[config.mk]
export PLATFORM = sky130hd
export DESIGN_NAME = udp_receive_check_and_demux
export DESIGN_NICKNAME = d
export VERILOG_FILES = /design/src/rtl/urcd_pkg.sv /design/src/rtl/urcd_accum.sv /design/src/rtl/urcd_verdict.sv /design/src/rtl/udp_receive_check_and_demux.sv
export SDC_FILE = /design/constraint.sdc
export NUM_CORES = 1
export LEC_CHECK = 0
export BUFFER_PORTS_ARGS = -buffer_cell sky130_fd_sc_hd__buf_2
export CAP_MARGIN = 20
export CORE_ASPECT_RATIO = 1.1
export CORE_MARGIN = 3
export CORE_UTILIZATION = 40
export CTS_CLUSTER_SIZE = 12
export DETAILED_ROUTE_END_ITERATION = 10
export SKIP_LAST_GASP = 1
export SLEW_MARGIN = 40
export SYNTH_ARGS = -nofsm -noshare
export SYNTH_HDL_FRONTEND = slang
export SYNTH_SLANG_ARGS = --single-unit
[constraint.sdc]
create_clock -name i_clk -period 21.3 [get_ports i_clk]
set_input_delay 1.065 -clock i_clk [delete_from_list [all_inputs] [get_ports i_clk]]
set_output_delay 1.065 -clock i_clk [all_outputs]
set_load 0.05 [all_outputs]
[src/rtl/urcd_pkg.sv]
// Shared types, constants and helpers for the UDP receive check and demux block.
`timescale 1ns / 1ps

package urcd_pkg;

    localparam int IN_TDATA_W  = 72;   // data_byte, src_ip, dst_ip
    localparam int OUT_TDATA_W = 56;   // verdict fields, padded to 7 bytes
    localparam int CFG_IDX_W   = 3;
    localparam int CFG_DATA_W  = 16;

    localparam int SLOT_REGS   = 8;
    localparam int PORT_SLOTS  = 8;
    localparam int HDR_BYTES   = 8;
    localparam int MAX_PAYLOAD = 1500;

    localparam logic [15:0] PROTO_UDP = 16'd17;
    localparam logic [15:0] CNT_MAX   = 16'hFFFF;

    typedef logic [2:0] t_reason;
    localparam t_reason RSN_OK      = 3'd0;
    localparam t_reason RSN_SHORT   = 3'd1;
    localparam t_reason RSN_BAD_LEN = 3'd2;
    localparam t_reason RSN_TOO_LONG = 3'd3;
    localparam t_reason RSN_CKSUM   = 3'd4;
    localparam t_reason RSN_NO_PORT = 3'd5;

    typedef logic [SLOT_REGS-1:0][15:0] t_slots;

    // Everything the verdict stage needs from one finished datagram.
    typedef struct packed {
        logic [16:0] total;     // bytes seen, saturated count plus one
        logic [15:0] len;
        logic [15:0] cksum;
        logic [15:0] sport;
        logic [15:0] dport;
        logic [15:0] sum;       // datagram one's-complement sum
        logic [15:0] psum;      // pseudo-header one's-complement sum
        logic [7:0]  pend;      // unpaired high byte
    } t_snap;

    // 16-bit one's-complement add with end-around carry.
    function automatic logic [15:0] oc_add(input logic [15:0] a, input logic [15:0] b);
        logic [16:0] s;
        logic [16:0] f;
        s = {1'b0, a} + {1'b0, b};
        f = {1'b0, s[15:0]} + {16'd0, s[16]};
        return f[15:0];
    endfunction

endpackage

[src/rtl/urcd_accum.sv]
// Input register and per-beat header capture / running checksum accumulation.
`timescale 1ns / 1ps

module urcd_accum (
    input  logic                                i_clk,
    input  logic                                i_rst_n,
    input  logic                                s_axis_tvalid,
    output logic                                s_axis_tready,
    input  logic [urcd_pkg::IN_TDATA_W-1:0]     s_axis_tdata,
    input  logic                                s_axis_tlast,
    input  logic                                i_snap_take,
    output logic                                o_snap_valid,
    output urcd_pkg::t_snap                     o_snap
);

    // input register
    logic        r_a_valid;
    logic [7:0]  r_a_byte;
    logic        r_a_last;
    logic [31:0] r_a_src;
    logic [31:0] r_a_dst;

    // running datagram state
    logic [15:0] r_cnt,   n_cnt;
    logic [15:0] r_sum,   n_sum;
    logic [15:0] r_psum,  n_psum;
    logic [7:0]  r_pend,  n_pend;
    logic [15:0] r_len,   n_len;
    logic [15:0] r_cks,   n_cks;
    logic [15:0] r_sport, n_sport;
    logic [15:0] r_dport, n_dport;
    logic [63:0] r_addr,  n_addr;

    logic            r_s_valid;
    urcd_pkg::t_snap r_snap;

    logic        s_free;
    logic        a_go;
    logic        in_acc;
    logic        summed;
    logic [7:0]  v;
    logic [15:0] p_add;
    logic        p_en;

    assign s_free        = !r_s_valid || i_snap_take;
    assign a_go          = r_a_valid && (!r_a_last || s_free);
    assign s_axis_tready = !r_a_valid || a_go;
    assign in_acc        = s_axis_tvalid && s_axis_tready;

    always_comb begin
        n_addr  = r_addr;
        n_sport = r_sport;
        n_dport = r_dport;
        n_len   = r_len;
        n_cks   = r_cks;
        n_sum   = r_sum;
        n_pend  = r_pend;
        n_psum  = r_psum;
        p_add   = 16'd0;
        p_en    = 1'b0;

        if (r_cnt == 16'd0) begin
            n_addr = {r_a_src, r_a_dst};
        end

        if (r_cnt < 16'd2) begin
            n_sport = {r_sport[7:0], r_a_byte};
        end else if (r_cnt < 16'd4) begin
            n_dport = {r_dport[7:0], r_a_byte};
        end else if (r_cnt < 16'd6) begin
            n_len = {r_len[7:0], r_a_byte};
        end else if (r_cnt < 16'd8) begin
            n_cks = {r_cks[7:0], r_a_byte};
        end

        // checksum bytes enter the sum as zero
        summed = (r_cnt < 16'd8) || (r_cnt < r_len);
        v      = (r_cnt == 16'd6 || r_cnt == 16'd7) ? 8'd0 : r_a_byte;
        if (summed) begin
            if (!r_cnt[0]) begin
                n_pend = v;
            end else begin
                n_sum = urcd_pkg::oc_add(r_sum, {r_pend, v});
            end
        end

        // pseudo-header folded in over the header beats
        case (r_cnt)
            16'd1: begin p_add = r_addr[63:48]; p_en = 1'b1; end
            16'd2: begin p_add = r_addr[47:32]; p_en = 1'b1; end
            16'd3: begin p_add = r_addr[31:16]; p_en = 1'b1; end
            16'd4: begin p_add = r_addr[15:0];  p_en = 1'b1; end
            16'd5: begin p_add = urcd_pkg::PROTO_UDP; p_en = 1'b1; end
            16'd6: begin p_add = r_len; p_en = 1'b1; end
            default: begin p_add = 16'd0; p_en = 1'b0; end
        endcase
        if (p_en) begin
            n_psum = urcd_pkg::oc_add(r_psum, p_add);
        end

        n_cnt = (r_cnt != urcd_pkg::CNT_MAX) ? r_cnt + 16'd1 : r_cnt;
    end

    always_ff @(posedge i_clk) begin
        if (!i_rst_n) begin
            r_a_valid <= 1'b0;
        end else if (in_acc) begin
            r_a_valid <= 1'b1;
        end else if (a_go) begin
            r_a_valid <= 1'b0;
        end
    end

    always_ff @(posedge i_clk) begin
        if (in_acc) begin
            r_a_byte <= s_axis_tdata[7:0];
            r_a_src  <= s_axis_tdata[39:8];
            r_a_dst  <= s_axis_tdata[71:40];
            r_a_last <= s_axis_tlast;
        end
    end

    always_ff @(posedge i_clk) begin
        if (!i_rst_n) begin
            r_cnt   <= 16'd0;
            r_sum   <= 16'd0;
            r_psum  <= 16'd0;
            r_pend  <= 8'd0;
            r_len   <= 16'd0;
            r_cks   <= 16'd0;
            r_sport <= 16'd0;
            r_dport <= 16'd0;
            r_addr  <= 64'd0;
        end else if (a_go) begin
            r_addr <= n_addr;
            if (r_a_last) begin
                r_cnt   <= 16'd0;
                r_sum   <= 16'd0;
                r_psum  <= 16'd0;
                r_pend  <= 8'd0;
                r_len   <= 16'd0;
                r_cks   <= 16'd0;
                r_sport <= 16'd0;
                r_dport <= 16'd0;
            end else begin
                r_cnt   <= n_cnt;
                r_sum   <= n_sum;
                r_psum  <= n_psum;
                r_pend  <= n_pend;
                r_len   <= n_len;
                r_cks   <= n_cks;
                r_sport <= n_sport;
                r_dport <= n_dport;
            end
        end
    end

    always_ff @(posedge i_clk) begin
        if (!i_rst_n) begin
            r_s_valid <= 1'b0;
        end else if (a_go && r_a_last) begin
            r_s_valid <= 1'b1;
        end else if (i_snap_take) begin
            r_s_valid <= 1'b0;
        end
    end

    always_ff @(posedge i_clk) begin
        if (a_go && r_a_last) begin
            r_snap.total <= {1'b0, r_cnt} + 17'd1;
            r_snap.len   <= n_len;
            r_snap.cksum <= n_cks;
            r_snap.sport <= n_sport;
            r_snap.dport <= n_dport;
            r_snap.sum   <= n_sum;
            r_snap.psum  <= n_psum;
            r_snap.pend  <= n_pend;
        end
    end

    assign o_snap_valid = r_s_valid;
    assign o_snap       = r_snap;

    // a finished snapshot is never overwritten before the verdict stage takes it
    a_snap_hold: assert property (@(posedge i_clk) disable iff (!i_rst_n)
        r_s_valid && !i_snap_take |=> r_s_valid && $stable(r_snap))
        else $error("snapshot lost before verdict");

    // every datagram restarts its byte count
    a_cnt_clear: assert property (@(posedge i_clk) disable iff (!i_rst_n)
        a_go && r_a_last |=> r_cnt == 16'd0 && r_sum == 16'd0 && r_psum == 16'd0)
        else $error("datagram state not cleared");

    // the input stage only retires a last beat when the snapshot slot is free
    a_last_slot: assert property (@(posedge i_clk) disable iff (!i_rst_n)
        a_go && r_a_last |-> s_free)
        else $error("last beat retired without snapshot slot");

endmodule

[src/rtl/urcd_verdict.sv]
// Length, checksum and port checks on a finished datagram, plus the result register.
`timescale 1ns / 1ps

module urcd_verdict (
    input  logic                                i_clk,
    input  logic                                i_rst_n,
    input  logic                                i_snap_valid,
    input  urcd_pkg::t_snap                     i_snap,
    input  urcd_pkg::t_slots                    i_slots,
    output logic                                o_snap_take,
    output logic                                m_axis_tvalid,
    input  logic                                m_axis_tready,
    output logic [urcd_pkg::OUT_TDATA_W-1:0]    m_axis_tdata
);

    logic                r_o_valid;
    logic                r_acc;
    urcd_pkg::t_reason   r_rsn;
    logic [2:0]          r_ep;
    logic [15:0]         r_sport;
    logic [15:0]         r_dport;
    logic [15:0]         r_plen;

    logic                o_free;
    logic                acc;
    urcd_pkg::t_reason   rsn;
    logic [2:0]          ep;
    logic                hit;
    logic [2:0]          hit_ep;
    logic [15:0]         pad;
    logic [17:0]         t0;
    logic [16:0]         t1;
    logic [16:0]         t2;
    logic [15:0]         cks;
    logic                cks_ok;

    assign o_free      = !r_o_valid || m_axis_tready;
    assign o_snap_take = i_snap_valid && o_free;

    always_comb begin
        // pad an odd trailing byte with zero, then fold the three partial sums
        pad    = i_snap.len[0] ? {i_snap.pend, 8'd0} : 16'd0;
        t0     = {2'd0, i_snap.sum} + {2'd0, i_snap.psum} + {2'd0, pad};
        t1     = {1'b0, t0[15:0]} + {15'd0, t0[17:16]};
        t2     = {1'b0, t1[15:0]} + {16'd0, t1[16]};
        cks    = ~t2[15:0];
        cks_ok = (cks == i_snap.cksum) || (cks == 16'd0 && i_snap.cksum == 16'hFFFF);

        hit    = 1'b0;
        hit_ep = 3'd0;
        for (int i = urcd_pkg::PORT_SLOTS - 1; i >= 0; i--) begin
            if (i_slots[i] != 16'd0 && i_slots[i] == i_snap.dport) begin
                hit    = 1'b1;
                hit_ep = 3'(i);
            end
        end

        acc = 1'b0;
        ep  = 3'd0;
        if (i_snap.total < 17'(urcd_pkg::HDR_BYTES)) begin
            rsn = urcd_pkg::RSN_SHORT;
        end else if (i_snap.len < 16'(urcd_pkg::HDR_BYTES)
                     || {1'b0, i_snap.len} > i_snap.total) begin
            rsn = urcd_pkg::RSN_BAD_LEN;
        end else if (i_snap.cksum != 16'd0 && i_snap.len > 16'(urcd_pkg::MAX_PAYLOAD)) begin
            rsn = urcd_pkg::RSN_TOO_LONG;
        end else if (i_snap.cksum != 16'd0 && !cks_ok) begin
            rsn = urcd_pkg::RSN_CKSUM;
        end else if (hit) begin
            rsn = urcd_pkg::RSN_OK;
            acc = 1'b1;
            ep  = hit_ep;
        end else begin
            rsn = urcd_pkg::RSN_NO_PORT;
        end
    end

    always_ff @(posedge i_clk) begin
        if (!i_rst_n) begin
            r_o_valid <= 1'b0;
        end else if (o_free) begin
            r_o_valid <= i_snap_valid;
        end
    end

    always_ff @(posedge i_clk) begin
        if (o_snap_take) begin
            r_acc <= acc;
            r_rsn <= rsn;
            r_ep  <= ep;
            if (rsn == urcd_pkg::RSN_SHORT) begin
                r_sport <= 16'd0;
                r_dport <= 16'd0;
                r_plen  <= 16'd0;
            end else begin
                r_sport <= i_snap.sport;
                r_dport <= i_snap.dport;
                r_plen  <= (i_snap.len >= 16'(urcd_pkg::HDR_BYTES))
                           ? i_snap.len - 16'(urcd_pkg::HDR_BYTES) : 16'd0;
            end
        end
    end

    assign m_axis_tvalid = r_o_valid;
    // fields from bit 0: accepted, drop_reason[2:0], endpoint_index[2:0],
    // src_port, dst_port, payload_length, one pad bit
    assign m_axis_tdata  = {1'b0, r_plen, r_dport, r_sport, r_ep, r_rsn, r_acc};

    a_ep_only_ok: assert property (@(posedge i_clk) disable iff (!i_rst_n)
        r_o_valid && r_rsn != urcd_pkg::RSN_OK |-> r_ep == 3'd0 && !r_acc)
        else $error("endpoint reported on dropped datagram");

    a_short_zero: assert property (@(posedge i_clk) disable iff (!i_rst_n)
        r_o_valid && r_rsn == urcd_pkg::RSN_SHORT |-> r_sport == 16'd0 && r_dport == 16'd0
            && r_plen == 16'd0)
        else $error("short buffer carries header fields");

    a_plen_range: assert property (@(posedge i_clk) disable iff (!i_rst_n)
        r_o_valid |-> r_plen <= 16'd65527)
        else $error("payload length out of range");

endmodule

[src/rtl/udp_receive_check_and_demux.sv]
// Top level: UDP receive check and port demux with port-slot configuration registers.
`timescale 1ns / 1ps

// Byte stream in on s_axis: one datagram byte per beat in tdata[7:0], with the
// IPv4 source and destination addresses in tdata[71:8] (read on the first byte
// of a datagram only) and tlast on the final byte of the buffer.
// One verdict beat per datagram comes out on m_axis after its tlast byte.
// The user writes port slots 0..7 through i_cfg_we / i_cfg_idx / i_cfg_data only
// while the block is idle, which it does not enforce; a zero slot never matches.
// A tlast beat passes the input register, the snapshot register and the result
// register, in that order, before its verdict shows on m_axis_tvalid.
// Throughput: one byte per cycle while m_axis drains; the running checksum and
// header capture are a combinational update of the registered datagram state,
// and the verdict is one pass of length compare, checksum fold and slot match.
// When m_axis_tready is low the result register holds; bytes keep flowing in
// while one more finished datagram waits in the snapshot register, and
// s_axis_tready drops only once a further tlast byte sits in the input register.
// Reset (synchronous, active low) empties the pipeline, clears all datagram
// state and clears every port slot to zero.
module udp_receive_check_and_demux (
    input  logic                                i_clk,
    input  logic                                i_rst_n,
    input  logic                                s_axis_tvalid,
    output logic                                s_axis_tready,
    // fields from bit 0: data_byte[7:0], src_ip[31:0], dst_ip[31:0]
    input  logic [urcd_pkg::IN_TDATA_W-1:0]     s_axis_tdata,
    input  logic                                s_axis_tlast,
    output logic                                m_axis_tvalid,
    input  logic                                m_axis_tready,
    // fields from bit 0: accepted, drop_reason[2:0], endpoint_index[2:0],
    // src_port, dst_port, payload_length, one pad bit
    output logic [urcd_pkg::OUT_TDATA_W-1:0]    m_axis_tdata,
    input  logic                                i_cfg_we,
    input  logic [urcd_pkg::CFG_IDX_W-1:0]      i_cfg_idx,
    input  logic [urcd_pkg::CFG_DATA_W-1:0]     i_cfg_data
);

    urcd_pkg::t_slots r_slots;
    urcd_pkg::t_snap  snap;
    logic             snap_valid;
    logic             snap_take;

    always_ff @(posedge i_clk) begin
        if (!i_rst_n) begin
            r_slots <= '0;
        end else if (i_cfg_we) begin
            r_slots[i_cfg_idx] <= i_cfg_data;
        end
    end

    urcd_accum u_accum (
        .i_clk         (i_clk),
        .i_rst_n       (i_rst_n),
        .s_axis_tvalid (s_axis_tvalid),
        .s_axis_tready (s_axis_tready),
        .s_axis_tdata  (s_axis_tdata),
        .s_axis_tlast  (s_axis_tlast),
        .i_snap_take   (snap_take),
        .o_snap_valid  (snap_valid),
        .o_snap        (snap)
    );

    urcd_verdict u_verdict (
        .i_clk         (i_clk),
        .i_rst_n       (i_rst_n),
        .i_snap_valid  (snap_valid),
        .i_snap        (snap),
        .i_slots       (r_slots),
        .o_snap_take   (snap_take),
        .m_axis_tvalid (m_axis_tvalid),
        .m_axis_tready (m_axis_tready),
        .m_axis_tdata  (m_axis_tdata)
    );

endmodule

==> qor.txt <==
worst path buffer plus inverter count - 0
leak pwr - 11.6 nW
Clock Path Buffers - 3
most frequent cells in the layout - 491 x nand2_1, 315 x dfxtp_1, 249 x edfxtp_1, 198 x xnor2_1, 198 x a21boi_0
post-cts resize count - 0
Tmin final - 8.85 ns
met2 GRT Util - 36.5%
Detailed Routing Iterations Pass 1 - 6
CTS tree - built
CP startpoint kind - flip-flop
CP Depth - 34
critical path's slowest cell - or4b_4
Async SR Flop Fraction - 0%
IO Port Bufs - 153
gr ovfl total - 0
Routed WL - 79800 microns
# diodes - 0
Max Cap Viol - 0
cells on worst reg2reg path - 34
Final Hold Fails - 0
cell count after synthesis - 2996
Vias per Instance - 5.49
GR peak layer - met2
cell accounting for the most synthesized area - edfxtp_1
Most used DFF post-synth - dfxtp_1
register clock-pin slew on the reported worst setup and hold paths - 0.06 ns
dpl ws - 12.53 ns
Yosys cell types - 93
Setup Viol. Count Final - 0
final setup margin - 12.45 ns
RR Endpoint - u_verdict.r_ep[2]
f_max - 113 MHz
vias in the first global route - 22400
initial core utilization - 40.6%
max_slew headroom - 38.8%
DR vias - 22400
total power - 2.47 mW
non-filler cells in the finished layout - 4071
Worst Hold Class - flip-flop to flip-flop
1st-iter DRT viols - 1405
max incr delay on CP - 0.58 ns
HPWL after DPL - 56500 microns
RePlAce Congestion - 0.904
R2R setup slack - 12.45 ns
first-pass GRT wire length - 123000 microns
clk_lat worst skew - 0.65 ns
Worst Path Required - 21.71 ns
WP data arrival - 9.26 ns
pwr/cell area - 75.3 nW/um^2
Die Area - 76300 sq um
Mean Syn Cell Area - 9.75 sq um
EDFF count, synth - 249
met1 GRT Util - 24.2%
P_int - 1.86 mW
Layout Nets - 3274
area grow syn2layout - 12.4%
post-synth top area share - 25.6%
sequential power share - 48.2%
RSZ-0062 raised after global routing - no
Vert. Die Dim - 289 microns
crit path launch - u_accum.o_snap[8]
yosys warns - 0
largest net degree at the start of global routing - 122
Worst VDD drop - 0.0000756 V
TritonCTS Buffers - 61
DRT antenna net count - 0
num rows - 103
CP endpoint - u_verdict.r_ep[2]
fin crit share - 41.5%
reg-to-reg critical path startpoint - u_accum.o_snap[8]
share of cells above drive strength 1 - 12.4%
cell mode on critical path - ha_1
core footprint - 72000 sq um
Clk pwr share - 42.4%
syn nets - 3197
delay-heaviest family, CP - compound AO/OA/AOI/OAI gates
M3 GR Usage - 2.52%
Least-Margin Pin Slew - 0.918 ns
CP Capture Type - flip-flop
most common cell after layout, fill and taps aside - nand2_1
cell area after synthesis - 29200 sq um
clock root buffer - clkbuf_16
H-tree depth - 2
I/O pins - 155
drc violations - 0
Net Switching - 0.614 mW
cells taking the most area after synthesis - edfxtp_1 26%, dfxtp_1 22%, nand2_1 6.3%
Setup Skew - 0.0581 ns
# clock sinks - 564
Placed Instances - 3955
Synth Register Bits - 564
Hold-fix buffers, CTS - 0
Comb pwr share - 9.4%
status - completed
wire per inst - 19.6 microns
total track usage - 20.3%
Chip Width - 264 microns
fin. max-slew vios - 0
CP max FO - 8
Seq/Total Area, Yosys - 47.2%
Post-CTS Setup Inserts - 0
class of the most critical setup path - flip-flop to flip-flop
setup_tns - 0 ns
initial antenna violation count - 0
switching share of power - 24.8%
## worst register-to-register path, delay by kind of cell (launching register included)
family	cells	cell delay (ns)
fa+ha+maj	6	1.90
xor+xnor	1	0.18
compound gates	17	3.80
simple gates	10	2.38
flops	1	0.37
## cell type report
type | instances | area, sq um
Tap cell | 945 | 1180
Fill cell | 6712 | 39200
Sequential cell | 564 | 13800
Clock buffer | 88 | 1680
Inverter | 68 | 255
Clock inverter | 28 | 320
Multi-Input combinational cell | 2199 | 14600
Timing Repair Buffer | 179 | 1010
## metrics by stage
| step | cell area [sq um] | utilization, % | hold WS [ns] |
|---|---|---|---|
| 6_report | 32800 | 45.6 | 0.463 |
| 5_1_grt | 32800 | 45.6 | 0.485 |
| 4_1_cts | 32800 | 45.6 | 0.467 |
| 3_5_place_dp | 30800 | 42.8 | 0.458 |
| 3_3_place_gp | 30700 | 42.7 | 0.452 |
| 2_1_floorplan | 29200 | - | 0.440 |
## power groups by stage
| stage | clock [mW] | sequential (mW) | combinational, mW |
|---|---|---|---|
| floorplan | 0 | 1.21 | 0.163 |
| global placement | 0 | 1.21 | 0.223 |
| detailed placement | 0 | 1.21 | 0.229 |
| CTS | 1.07 | 1.19 | 0.230 |
| global route | 1.12 | 1.19 | 0.254 |
| finish | 1.05 | 1.19 | 0.232 |
## worst min-delay path by stage
| stage | from | end | slack (ns) | cells past startpoint |
|---|---|---|---|---|
| 2_1_floorplan | u_accum.r_addr[48] | u_accum.r_addr[48] | 0.44 | 2 |
| 3_3_place_gp | u_accum.r_addr[15] | u_accum.r_addr[15] | 0.45 | 2 |
| 3_5_place_dp | u_accum.r_addr[7] | u_accum.r_addr[7] | 0.46 | 2 |
| 4_1_cts | u_accum.r_addr[21] | u_accum.r_addr[21] | 0.47 | 2 |
| 5_1_grt | u_accum.r_addr[50] | u_accum.r_addr[50] | 0.49 | 2 |
| 6_report | u_accum.r_addr[30] | u_accum.r_addr[30] | 0.46 | 2 |
## logic make-up after synthesis
kind of cell               count (synthesis)  synth area share, %
muxes                                     71                 2.73
DFF                                      564                 47.2
other                                      1               0.0128
adders and majority gates                104                 4.58
buffers and inverters                    233                 3.14
AOI/OAI and AO/OA                        647                 16.0
xor gates and xnor gates                 244                 7.53
and+or+nand+nor                         1132                 18.9
## per-layer routing
metal	vias up	wire (microns)	share of wire, %
li1	10800	-	-
met1	10600	32200	40
met2	678	39600	50
met3	199	4120	5.2
met4	0	3870	4.9
met5	-	0	0
## synth_stat cells (10+ instances only)
cell type    n
o21bai_1    10
buf_1       12
or3_1       12
xor2_1      41
nand2_1    492
edfxtp_1   249
and2_1      73
a22oi_1    115
nand3_1     52
nor2_1     140
mux2_2      70
o21a_1      17
dfxtp_1    315
ha_1        99
inv_1       68
nand4_1     70
a21boi_0   199
a21o_1      24
and3_1      26
xnor2_1    198
clkbuf_1   132
a211oi_1    17
nor3_1      39
nor4_1      55
nor2b_1    118
o21ai_0     91
a222oi_1    14
nand2b_1    14
a21oi_1     72
clkbuf_2    15
## sequential cells by signal (all words and copies together), names as in the netlist, 32 cells and up
register / flops
r_slots: 128
u_accum.r_addr: 64
u_accum.r_a_dst: 32
u_accum.r_a_src: 32
u_accum.o_snap: 121
Note: power is estimated with default switching activity, not from simulation.
